==> src/design/acl_pkg.sv <==
`timescale 1ns / 1ps

package acl_pkg;

  localparam logic [1:0] OP_BYTE    = 2'd0;
  localparam logic [1:0] OP_ERROR   = 2'd1;
  localparam logic [1:0] OP_READ    = 2'd2;
  localparam logic [1:0] OP_RELEASE = 2'd3;

  localparam logic [7:0] CHAR_CR      = 8'h0D;
  localparam logic [7:0] CHAR_LF      = 8'h0A;
  localparam logic [7:0] CHAR_UPPER_A = 8'h41;
  localparam logic [7:0] CHAR_LOWER_A = 8'h61;
  localparam logic [7:0] CHAR_UPPER_T = 8'h54;
  localparam logic [7:0] CHAR_LOWER_T = 8'h74;

  // per-request flags passed from the control unit down the pipeline
  typedef struct packed {
    logic line_ready;
    logic line_accepted;
    logic overflow_seen;
    logic rd_hit;
  } acl_status_t;

  function automatic logic is_a_char(input logic [7:0] c);
    return (c == CHAR_UPPER_A) || (c == CHAR_LOWER_A);
  endfunction

  function automatic logic is_t_char(input logic [7:0] c);
    return (c == CHAR_UPPER_T) || (c == CHAR_LOWER_T);
  endfunction

endpackage

==> src/design/acl_if.sv <==
`timescale 1ns / 1ps

interface acl_in_if;
  logic       valid;
  logic       ready;
  logic [1:0] op;
  logic [7:0] rx_byte;
  logic [7:0] read_index;

  modport source (output valid, output op, output rx_byte, output read_index, input ready);
  modport sink (input valid, input op, input rx_byte, input read_index, output ready);
endinterface

interface acl_out_if;
  logic       valid;
  logic       ready;
  logic [7:0] read_data;
  logic       line_ready;
  logic [7:0] held_length;
  logic       line_accepted;
  logic       overflow_seen;

  modport source (output valid, output read_data, output line_ready, output held_length,
                  output line_accepted, output overflow_seen, input ready);
  modport sink (input valid, input read_data, input line_ready, input held_length,
                input line_accepted, input overflow_seen, output ready);
endinterface

==> src/design/at_command_line_receiver.sv <==
`timescale 1ns / 1ps
// Command line receiver for a UART byte stream.
// in_ch carries one request per accepted valid/ready beat: op selects byte
// received, receive error, read of a held line byte, or release of the held
// line. rx_byte and read_index go with op.
// out_ch returns exactly one result per request, in order: the read byte (zero
// unless a read hits the held line), the held line status and the pulses for
// line accepted and overflow.
// The line store read is registered with the request in the read stage, and the
// result register follows. A new request is taken every cycle unless out_ch
// stalls; the single line store port pair (one write, one read) sets that rate.
// Line handoff is a bank swap inside the store, so no copy is needed.
// Reset clears all control state and the pipeline; the line store is not
// cleared, as no byte is read before it is written.
// When out_ch.ready is low the result register holds, one more request can
// sit in the read stage, and then in_ch.ready drops until the result is taken.
module at_command_line_receiver #(
  parameter int LINE_BYTES = 192
) (
  input  logic      clk,
  input  logic      rst_n,
  acl_in_if.sink    in_ch,
  acl_out_if.source out_ch
);

  import acl_pkg::*;

  localparam int AW = $clog2(2*LINE_BYTES);

  logic          fire;
  logic          advance;
  logic          wr_en;
  logic [AW-1:0] wr_addr;
  logic [7:0]    wr_data;
  logic          rd_en;
  logic [AW-1:0] rd_addr;
  logic [7:0]    rd_data;
  acl_status_t   st;
  logic [7:0]    st_len;

  logic          s1_v_r, s1_v_nxt;
  acl_status_t   s1_st_r;
  logic [7:0]    s1_len_r;
  logic          o_v_r, o_v_nxt;
  acl_status_t   o_st_r;
  logic [7:0]    o_len_r;
  logic [7:0]    o_data_r;

  assign advance     = s1_v_r && (!o_v_r || out_ch.ready);
  assign in_ch.ready = !s1_v_r || advance;
  assign fire        = in_ch.valid && in_ch.ready;

  acl_ctrl #(.LINE_BYTES(LINE_BYTES)) u_ctrl (
    .clk         (clk),
    .rst_n       (rst_n),
    .fire        (fire),
    .op          (in_ch.op),
    .rx_byte     (in_ch.rx_byte),
    .read_index  (in_ch.read_index),
    .wr_en       (wr_en),
    .wr_addr     (wr_addr),
    .wr_data     (wr_data),
    .rd_en       (rd_en),
    .rd_addr     (rd_addr),
    .status      (st),
    .held_length (st_len)
  );

  acl_ram #(.WIDTH(8), .DEPTH(2*LINE_BYTES)) u_store (
    .clk   (clk),
    .we    (wr_en),
    .waddr (wr_addr),
    .wdata (wr_data),
    .re    (rd_en),
    .raddr (rd_addr),
    .rdata (rd_data)
  );

  always_comb begin
    s1_v_nxt = s1_v_r;
    o_v_nxt  = o_v_r;
    if (fire) begin
      s1_v_nxt = 1'b1;
    end else if (advance) begin
      s1_v_nxt = 1'b0;
    end
    if (advance) begin
      o_v_nxt = 1'b1;
    end else if (out_ch.ready) begin
      o_v_nxt = 1'b0;
    end
  end

  always_ff @(posedge clk) begin
    if (!rst_n) begin
      s1_v_r <= 1'b0;
      o_v_r  <= 1'b0;
    end else begin
      s1_v_r <= s1_v_nxt;
      o_v_r  <= o_v_nxt;
    end
  end

  always_ff @(posedge clk) begin
    if (fire) begin
      s1_st_r  <= st;
      s1_len_r <= st_len;
    end
    if (advance) begin
      o_st_r   <= s1_st_r;
      o_len_r  <= s1_len_r;
      o_data_r <= s1_st_r.rd_hit ? rd_data : 8'd0;
    end
  end

  assign out_ch.valid         = o_v_r;
  assign out_ch.read_data     = o_data_r;
  assign out_ch.line_ready    = o_st_r.line_ready;
  assign out_ch.held_length   = o_len_r;
  assign out_ch.line_accepted = o_st_r.line_accepted;
  assign out_ch.overflow_seen = o_st_r.overflow_seen;

endmodule

==> src/design/acl_ram.sv <==
`timescale 1ns / 1ps

module acl_ram #(
  parameter int WIDTH = 8,
  parameter int DEPTH = 384
) (
  input  logic                     clk,
  input  logic                     we,
  input  logic [$clog2(DEPTH)-1:0] waddr,
  input  logic [WIDTH-1:0]         wdata,
  input  logic                     re,
  input  logic [$clog2(DEPTH)-1:0] raddr,
  output logic [WIDTH-1:0]         rdata
);

  logic [WIDTH-1:0] mem [DEPTH];
  logic [WIDTH-1:0] rdata_r;

  always_ff @(posedge clk) begin
    if (we) begin
      mem[waddr] <= wdata;
    end
    if (re) begin
      rdata_r <= mem[raddr];
    end
  end

  assign rdata = rdata_r;

endmodule

==> src/design/acl_ctrl.sv <==
`timescale 1ns / 1ps

module acl_ctrl #(
  parameter int LINE_BYTES = 192
) (
  input  logic                              clk,
  input  logic                              rst_n,
  input  logic                              fire,
  input  logic [1:0]                        op,
  input  logic [7:0]                        rx_byte,
  input  logic [7:0]                        read_index,
  output logic                              wr_en,
  output logic [$clog2(2*LINE_BYTES)-1:0]   wr_addr,
  output logic [7:0]                        wr_data,
  output logic                              rd_en,
  output logic [$clog2(2*LINE_BYTES)-1:0]   rd_addr,
  output acl_pkg::acl_status_t              status,
  output logic [7:0]                        held_length
);

  import acl_pkg::*;

  localparam int CW = $clog2(LINE_BYTES);
  localparam int AW = $clog2(2*LINE_BYTES);
  localparam int IW = (CW > 8) ? CW : 8;

  logic          bank_r, bank_nxt;
  logic [CW-1:0] acnt_r, acnt_nxt;
  logic [CW-1:0] hcnt_r, hcnt_nxt;
  logic          pend_r, pend_nxt;
  logic          skiplf_r, skiplf_nxt;
  logic          disc_r, disc_nxt;
  logic          sync_r, sync_nxt;

  logic          is_term;
  logic          keep;
  logic [CW-1:0] pos;
  logic          accepted;
  logic          overflow;
  logic          rd_hit;
  logic [CW-1:0] rd_pos;
  logic [IW-1:0] idx_ext;
  logic [IW-1:0] hcnt_ext;
  logic [IW-1:0] len_ext;

  assign is_term  = (rx_byte == CHAR_CR) || (rx_byte == CHAR_LF);
  assign idx_ext  = IW'(read_index);
  assign hcnt_ext = IW'(hcnt_r);
  assign rd_pos   = idx_ext[CW-1:0];

  always_comb begin
    bank_nxt   = bank_r;
    acnt_nxt   = acnt_r;
    hcnt_nxt   = hcnt_r;
    pend_nxt   = pend_r;
    skiplf_nxt = skiplf_r;
    disc_nxt   = disc_r;
    sync_nxt   = sync_r;
    accepted   = 1'b0;
    overflow   = 1'b0;
    rd_hit     = 1'b0;
    rd_en      = 1'b0;
    wr_en      = 1'b0;
    keep       = 1'b0;
    pos        = acnt_r;
    if (fire) begin
      case (op)
        OP_BYTE: begin
          if (is_term) begin
            if (rx_byte == CHAR_LF && skiplf_r) begin
              skiplf_nxt = 1'b0;
            end else begin
              skiplf_nxt = (rx_byte == CHAR_CR);
              if (disc_r) begin
                disc_nxt = 1'b0;
                overflow = 1'b1;
              end else if (acnt_r != '0 && !pend_r &&
                           (sync_r || acnt_r >= CW'(2))) begin
                // unsynced lines only ever store "at" in the first two places
                hcnt_nxt = acnt_r;
                pend_nxt = 1'b1;
                sync_nxt = 1'b1;
                bank_nxt = ~bank_r;
                accepted = 1'b1;
              end
              acnt_nxt = '0;
            end
          end else begin
            skiplf_nxt = 1'b0;
            if (!disc_r) begin
              keep = 1'b1;
              if (!sync_r) begin
                if (acnt_r == '0) begin
                  keep = is_a_char(rx_byte);
                end else if (acnt_r == CW'(1) && !is_t_char(rx_byte)) begin
                  // restart the prefix hunt with this byte
                  acnt_nxt = '0;
                  pos      = '0;
                  keep     = is_a_char(rx_byte);
                end
              end
              if (keep) begin
                if (pos < CW'(LINE_BYTES - 1)) begin
                  wr_en    = 1'b1;
                  acnt_nxt = pos + CW'(1);
                end else begin
                  acnt_nxt = '0;
                  disc_nxt = 1'b1;
                end
              end
            end
          end
        end
        OP_ERROR: begin
          acnt_nxt = '0;
        end
        OP_READ: begin
          rd_en  = 1'b1;
          rd_hit = (idx_ext < hcnt_ext);
        end
        OP_RELEASE: begin
          pend_nxt = 1'b0;
        end
        default: begin
        end
      endcase
    end
  end

  assign wr_data = rx_byte;
  assign wr_addr = bank_r ? (AW'(LINE_BYTES) + AW'(pos)) : AW'(pos);
  // held bank is the one not being assembled
  assign rd_addr = bank_r ? AW'(rd_pos) : (AW'(LINE_BYTES) + AW'(rd_pos));

  assign len_ext                = IW'(hcnt_nxt);
  assign held_length            = len_ext[7:0];
  assign status.line_ready      = pend_nxt;
  assign status.line_accepted   = accepted;
  assign status.overflow_seen   = overflow;
  assign status.rd_hit          = rd_hit;

  always_ff @(posedge clk) begin
    if (!rst_n) begin
      bank_r   <= 1'b0;
      acnt_r   <= '0;
      hcnt_r   <= '0;
      pend_r   <= 1'b0;
      skiplf_r <= 1'b0;
      disc_r   <= 1'b0;
      sync_r   <= 1'b0;
    end else begin
      bank_r   <= bank_nxt;
      acnt_r   <= acnt_nxt;
      hcnt_r   <= hcnt_nxt;
      pend_r   <= pend_nxt;
      skiplf_r <= skiplf_nxt;
      disc_r   <= disc_nxt;
      sync_r   <= sync_nxt;
    end
  end

endmodule

==> src/flat_wrapper.sv <==
// flat-port wrapper written by rule: the top's interface ports become plain ports
module at_command_line_receiver_flat import acl_pkg::*;
#(
  parameter int LINE_BYTES = 192
)
  (clk, rst_n, in_ch_valid, in_ch_op, in_ch_rx_byte, in_ch_read_index, in_ch_ready, out_ch_valid, out_ch_read_data, out_ch_line_ready, out_ch_held_length, out_ch_line_accepted, out_ch_overflow_seen, out_ch_ready);
  acl_in_if in_ch_i ();
  acl_out_if out_ch_i ();
  input  logic clk;
  input  logic rst_n;
  input wire logic [$bits(in_ch_i.valid)-1:0] in_ch_valid;
  input wire logic [$bits(in_ch_i.op)-1:0] in_ch_op;
  input wire logic [$bits(in_ch_i.rx_byte)-1:0] in_ch_rx_byte;
  input wire logic [$bits(in_ch_i.read_index)-1:0] in_ch_read_index;
  output wire logic [$bits(in_ch_i.ready)-1:0] in_ch_ready;
  output wire logic [$bits(out_ch_i.valid)-1:0] out_ch_valid;
  output wire logic [$bits(out_ch_i.read_data)-1:0] out_ch_read_data;
  output wire logic [$bits(out_ch_i.line_ready)-1:0] out_ch_line_ready;
  output wire logic [$bits(out_ch_i.held_length)-1:0] out_ch_held_length;
  output wire logic [$bits(out_ch_i.line_accepted)-1:0] out_ch_line_accepted;
  output wire logic [$bits(out_ch_i.overflow_seen)-1:0] out_ch_overflow_seen;
  input wire logic [$bits(out_ch_i.ready)-1:0] out_ch_ready;
  assign in_ch_i.valid = in_ch_valid;
  assign in_ch_i.op = in_ch_op;
  assign in_ch_i.rx_byte = in_ch_rx_byte;
  assign in_ch_i.read_index = in_ch_read_index;
  assign in_ch_ready = in_ch_i.ready;
  assign out_ch_valid = out_ch_i.valid;
  assign out_ch_read_data = out_ch_i.read_data;
  assign out_ch_line_ready = out_ch_i.line_ready;
  assign out_ch_held_length = out_ch_i.held_length;
  assign out_ch_line_accepted = out_ch_i.line_accepted;
  assign out_ch_overflow_seen = out_ch_i.overflow_seen;
  assign out_ch_i.ready = out_ch_ready;
  at_command_line_receiver #(.LINE_BYTES(LINE_BYTES)) u_core (.clk(clk), .rst_n(rst_n), .in_ch(in_ch_i), .out_ch(out_ch_i));
endmodule
==> config.mk <==
export PLATFORM = sky130hd
export DESIGN_NAME = at_command_line_receiver_flat
export DESIGN_NICKNAME = d
export VERILOG_FILES = /design/src/design/acl_pkg.sv /design/src/design/acl_if.sv /design/src/design/at_command_line_receiver.sv /design/src/design/acl_ram.sv /design/src/design/acl_ctrl.sv /design/src/flat_wrapper.sv
export SDC_FILE = /design/constraint.sdc
export NUM_CORES = 2
export LEC_CHECK = 0
export ABC_AREA = 1
export BUFFER_PORTS_ARGS = -buffer_cell sky130_fd_sc_hd__buf_2
export CELL_PAD_IN_SITES_DETAIL_PLACEMENT = 0
export CELL_PAD_IN_SITES_GLOBAL_PLACEMENT = 1
export CORE_MARGIN = 3
export CORE_UTILIZATION = 55
export DETAILED_ROUTE_END_ITERATION = 16
export GPL_ROUTABILITY_DRIVEN = 0
export PLACE_DENSITY_LB_ADDON = 0.1
export SKIP_CTS_REPAIR_TIMING = 1
export SLEW_MARGIN = 20
export SYNTH_ARGS = -nofsm -noshare
export SYNTH_HDL_FRONTEND = slang
export SYNTH_SLANG_ARGS = --single-unit
==> constraint.sdc <==
create_clock -name clk -period 10.6 [get_ports clk]
set_input_delay 0.53 -clock clk [delete_from_list [all_inputs] [get_ports clk]]
set_output_delay 0.53 -clock clk [all_outputs]
set_load 0.01 [all_outputs]
# Yosys cells after proc, flatten, opt, wreduce, memory -nomap -nowiden
# Memory sizes are Yosys's and may differ from the RTL's. A register that Yosys moved wholly into a read port is not among the register bits.
# Cells that the tools add are included.
op_classes:
  n_addsub: 3
  magnitude_cmp: 3
  eq_ne: 13
  n_mux: 61
  bitwise: 5
  n_reduce_logical: 28
op_table:
  columns: ["cell", "count"]
  rows:
  - ["8-bit 2-to-1 mux", 22]
  - ["1-bit 2-to-1 mux", 35]
  - ["8-bit by 7-bit == test with 1-bit output, second input constant", 4]
  - ["8-bit by 8-bit adder with 9-bit output, first input constant", 2]
  - ["9-bit 2-to-1 mux", 2]
  - ["8-bit by 4-bit == test with 1-bit output, second input constant", 2]
  - ["8-bit one-hot mux with 2 select lines", 1]
  - ["8-bit by 1-bit adder with 8-bit output, second input constant", 1]
  - ["8-bit by 1-bit == test with 1-bit output, second input constant", 1]
  - ["8-bit by 2-bit greater-or-equal comparator with 1-bit output, second input constant", 1]
  - ["8-bit zero test", 1]
  - ["8-bit < comparator", 1]
  - ["8-bit < comparator, second input constant", 1]
  - ["8-bit nonzero test", 1]
  - ["1-bit logical AND", 6]
  - ["1-bit logical OR", 6]
  - ["3-bit != test, second input constant", 2]
  - ["6-bit AND reduction", 1]
  - ["2-bit nonzero test", 3]
  - ["1-bit NOT", 5]
  - ["2-bit == test, second input constant", 2]
  - ["1-bit zero test", 4]
  - ["4-bit AND reduction", 1]
  - ["4-bit OR reduction", 1]
  - ["7 further kinds", 7]
totals:
  ff_bits: 54
  ramBits: 3072
  mem_count: 1
memory_table:
  columns: ["name", "words", "word_bits", "rd", "rd_ports_with_merged_regs", "wr", "line", "text"]
  rows:
  - ["u_core.u_store.mem", 384, 8, 1, 1, 1, "acl_ram.sv:16", "logic [WIDTH-1:0] mem [DEPTH];"]

# Longest topological paths before layout
logic_depth:
  depth_word: 20
  mapped_depth: 20

# By module
# From an unflattened synthesis, not the netlist that was laid out.
unflattened:
  hier_cells: 10672
  area_unflattened_um2: 128100.4
by_module_without_submodules:
  columns: ["module", "instances", "cells_per_inst", "area_per_inst_um2", "seq_area_each_um2"]
  rows:
  - ["acl_ram", 1, 10317, 125135.0, 92488.7]
  - ["acl_ctrl", 1, 294, 1883.1, 420.4]
  - ["at_command_line_receiver", 1, 61, 1082.3, 970.9]

# Worst setup path after synthesis
# OpenSTA, ideal clock, no wires.
synth_timing:
  kind: "register to register"
  startpoint: "register u_core.u_ctrl.acnt_r[1]"
  endpoint: "memory u_core.u_store.mem[114][0], enable pin"
  arrival_ns: 2.940
  t_required_ns: 10.217
  setup_slack_ns: 7.277
  stages_incl_launch_ff: 19
  n_path_buf: 2
  path_cell_list: "dfxtp_1 buf_4 inv_1 nand2_2 nor2_2 nand3b_4 o21ai_0 inv_1 ha_1 inv_1 nor3_1 o21ai_0 nand2_2 inv_4 nand2_8 inv_4 nand2_8 buf_2 nor3_1"
synth_between:
  elab_chain_len: 18
synth_rtl:
  columns: ["item", "line", "text"]
  rows:
  - ["start: declaration", "acl_ctrl.sv:28", "logic [CW-1:0] acnt_r, acnt_nxt;"]
  - ["start signal: assignment", "acl_ctrl.sv:153", "acnt_r <= acnt_nxt;"]
  - ["8-bit by 1-bit == test with 1-bit output", "acl_ctrl.sv:95", "end else if (acnt_r == CW'(1) && !is_t_char(rx_byte)) begin"]
  - ["1-bit logical AND", "acl_ctrl.sv:95", null]
  - ["8-bit 2-to-1 mux (3 in series)", null, null]
  - ["8-bit 2-to-1 mux", "acl_ctrl.sv:90", "if (!disc_r) begin"]
  - ["8-bit 2-to-1 mux", "acl_ctrl.sv:69", "if (is_term) begin"]
  - ["8-bit 2-to-1 mux", "acl_ctrl.sv:67", "case (op)"]
  - ["8-bit 2-to-1 mux", "acl_ctrl.sv:66", "if (fire) begin"]
  - ["8-bit < comparator", "acl_ctrl.sv:103", "if (pos < CW'(LINE_BYTES - 1)) begin"]
  - ["1-bit 2-to-1 mux", "acl_ctrl.sv:103", null]
  - ["1-bit 2-to-1 mux", "acl_ctrl.sv:102", "if (keep) begin"]
  - ["1-bit 2-to-1 mux", "acl_ctrl.sv:90", null]
  - ["1-bit 2-to-1 mux", "acl_ctrl.sv:69", null]
  - ["1-bit 2-to-1 mux", "acl_ctrl.sv:67", null]
  - ["1-bit 2-to-1 mux", "acl_ctrl.sv:66", null]
  - ["1-bit 2-to-1 mux", "acl_ram.sv:20", "if (we) begin"]
  - ["1-bit 2-to-1 mux (implied by the code)", "acl_ram.sv:21", "mem[waddr] <= wdata;"]
  - ["end: declaration", "acl_ram.sv:16", null]
# Several ways; a longest one is shown, not always the timed one. The select of a mux whose other input is x is not followed.

# Worst setup path in the final report
layout_timing:
  startpoint: "register u_core.u_ctrl.acnt_r[4]"
  endpoint: "memory u_core.u_store.mem[275][4], enable pin"
# The elaborated chain is that of the path after synthesis.

==> summary.txt <==
Pwr
  – P per Cell Area: around 190 nW/um^2
  – LEAKAGE: 47.36 nW
  – Total Power Consumption: around 26 mW
  – Worst VDD drop: approximately 0.15 mV

Worst setup path
  – R2R Setup Slk: 5.38 ns
  – Cell Chain, Critical Path: nor2_4 -> nand2_2 -> nand3b_4 -> o21ai_0 -> inv_1 -> ha_1 -> inv_1 -> nor3_1 -> o21ai_0 -> nand2_2 -> inv_4 -> nand2_8 -> nor2_4 -> nand3_4 -> nor2_1
  – Crit path kind: register to register
  – Worst setup SP type: register
  – Worst path required time: between 10 and 15 ns
  – Crit end category: register
  – R2r worst-path depth: 15
  – RR Endpoint: u_core.u_store.mem[275][4]
  – R2r startpoint: u_core.u_ctrl.acnt_r[4]
  – Arrival time at the worst endpoint: between 5 and 6 ns
  – Buffers and inverters on the worst path: 3
  – CP top delay family: simple AND/OR/NAND/NOR gates
  – Slowest CP cell: nor2_1
  – Max FO, Critical Path: 26
  – CP peak stage delay: between 1 and 1.5 ns

Routing
  – Vias: approximately 83000
  – Vias/cell: just over 6
  – Final ANT Viol Nets: 0
  – DR DRC count: 0
  – WL/cell: about 27 um
  – Final Routed Wirelength: about 370000 um
  – First-pass iteration count of the detailed router: 9
  – 1st-iter DRT viols: between 10000 and 15000

Cells and area
  – Layout area overhead: 9.374%
  – Most frequent cells in the layout: edfxtp_1 (3111), nand2_1 (2648), nand3_1 (2521)
  – Non-filler instance count after layout: roughly 14000
  – Final #Nets: around 10000
  – Final instance area: 139100 sq um
  – Ratio of cells with drive above 1 in the final layout: approximately 6.6%
  – Layout Utilization: between 60% and 70%
  – Leading cell type in the layout, fill and taps excluded: edfxtp_1

Placement
  – Pre-CTS setup slack: between 5 and 6 ns
  – Inst Count DP: 12974
  – Dpl hpwl: a little over 200000 um
  – IO buf count: 42
  – Cell Area, Placed: 129000 sq um

Floorplan
  – Site Rows: between 150 and 200
  – I/O Pins: 43
  – Starting Density: 55.59%
  – Core area: about 230000 sq um
  – Die height: 486.9 um
  – Die area: 237100 sq um
  – Die Wd: a little under 500 um

STA
  – Min cycle time layout: between 5 and 6 ns
  – Setup tns final: 0 ns
  – Max-slew headroom: between 10% and 20%
  – RSZ-0062 raised after global routing: no
  – Final Hold Fails: 0
  – WHS: 0.05992 ns
  – Final Max Tran Viols: 0
  – Final Setup Violations: 0
  – PnR worst setup slack: ~5.4 ns
  – Tcrit/Tclk final: approximately 50%
  – Fmax: around 190 MHz
  – Worst slew pin tran: 1.232 ns
  – Setup Skew: around 0.044 ns

Clock network
  – Clk pin slew, worst setup/hold paths: 0.06 ns
  – Clock Root Buffer: clkbuf_16
  – H-tree lvl count: 5
  – CTS tree: yes
  – Clock Latency Late Sink: about 0.95 ns
  – Max clock buf depth: 4
  – Clock sink count: roughly 3100
  – CTS buffer count: roughly 340

Worst hold path
  – Min-Delay Endpoint: u_core.u_store.mem[55][3]
  – Worst hold path class: input pin to register
  – WHS Path Cells: 1
  – Worst hold start: in_ch_rx_byte[3]

Logic synthesis
  – YS warnings: 0
  – Register area share after synthesis: 73.80%
  – Post-synth cell types: 44
  – Synthesized instance count: between 10000 and 15000
  – Mapped cell area: 127200 sq um
  – Register bit total from synthesis: 3134
  – Post-Syn Area per Cell: around 12 sq um
  – Post-Syn Nets: 10571

Global route
  – Pin count of the biggest net entering global routing: 212
  – Initial antenna violation count: 16
  – Grt ovf: 0
  – First-pass GRT wire length: about 530000 um
  – Vias in the first global route: ~79000
  – Total track usage: 30.49%

Run status
  – Status: completed

Run
  – Max-cap viol count: 0
==> synth_stat cells, drive strengths merged <==
cell,number,share of area (%)
a211o,1,0.0069
a21o,1,0.0059
a21oi,20,0.088
a31oi,1,0.0049
and2,1,0.0049
buf,449,2.1
clkbuf,295,0.87
clkinv,1,0.0029
dfxtp,23,0.36
edfxtp,3111,73
ha,13,0.13
inv,72,0.22
nand2,2667,7.9
nand2b,1,0.0049
nand3,2524,9.9
nand3b,3,0.028
nand4,6,0.030
nor2,749,2.3
nor3,35,0.15
nor4,3,0.020
o21ai,375,1.5
o22ai,176,0.87
o31ai,1,0.0059
or2,2,0.0098
xor2,6,0.041
==> sequential cells by signal, indices dropped and copies added, names as in the netlist <==
register,count
u_core.u_ctrl.pend_r,1
u_core.out_ch.held_length,8
u_core.out_ch.line_ready,1
u_core.s1_v_r,1
u_core.u_ctrl.hcnt_ext,8
u_core.u_ctrl.bank_r,1
u_core.out_ch.valid,1
u_core.u_ctrl.disc_r,1
u_core.out_ch.overflow_seen,1
u_core.s1_len_r,8
u_core.u_ctrl.sync_r,1
u_core.s1_st_r,4
u_core.out_ch.read_data,8
u_core.u_store.rdata,8
u_core.u_ctrl.acnt_r,8
u_core.out_ch.line_accepted,1
u_core.u_store.mem,3072
u_core.u_ctrl.skiplf_r,1
==> report_power, final <==
part	internal [mW]	leakage, nW	switching, mW
Sequential	13.6	28.2	0.0102
Combinational	0.330	14.3	1.14
Clock	6.25	4.90	4.65
Total	20.2	47.4	5.80
==> cell families (layout without fill, tap and decap cells) <==
| kind of cell | Yosys count | in the layout | synth area share (%) |
|---|---|---|---|
| flops | 3134 | 3134 | 73.80 |
| other cells | 0 | 11 | 0 |
| buf+inv | 817 | 828 | 3.181 |
| compound gates | 575 | 575 | 2.455 |
| simple gates | 5991 | 5991 | 20.39 |
| fa+ha+maj | 13 | 13 | 0.1279 |
| xor+xnor | 6 | 6 | 0.04131 |
==> final cells by class <==
type	count	area, sq um
Multi-Input combinational cell	6585	29490
Sequential cell	3134	93880
Antenna cell	11	27.53
Tap cell	3009	3765
Clock inverter	166	1240
Fill cell	18040	89680
Inverter	73	314.1
Clock buffer	407	8717
Timing Repair Buffer	182	1695
==> metal layers <==
metal / GRT usage (%) / share of wire (%)
met5: 0 / 0.0077
met4: 10.27 / 3.5
met2: 46.26 / 45
met3: 5.863 / 9.6
met1: 44.66 / 42
==> worst max path at each step <==
stage	cells after the start	slack, ns	to	from
3_3_place_gp	14	5.06	u_core.u_store.rdata[1]	in_ch_read_index[0]
6_report	15	5.38	u_core.u_store.mem[275][4]	u_core.u_ctrl.acnt_r[4]
3_5_place_dp	14	5.04	u_core.u_store.rdata[1]	in_ch_read_index[0]
2_1_floorplan	18	7.28	u_core.u_store.mem[114][0]	u_core.u_ctrl.acnt_r[1]
5_1_grt	15	5.21	u_core.u_store.mem[275][4]	u_core.u_ctrl.acnt_r[4]
4_1_cts	15	5.45	u_core.u_store.mem[275][4]	u_core.u_ctrl.acnt_r[4]
Note: power is estimated with default switching activity, not from simulation.
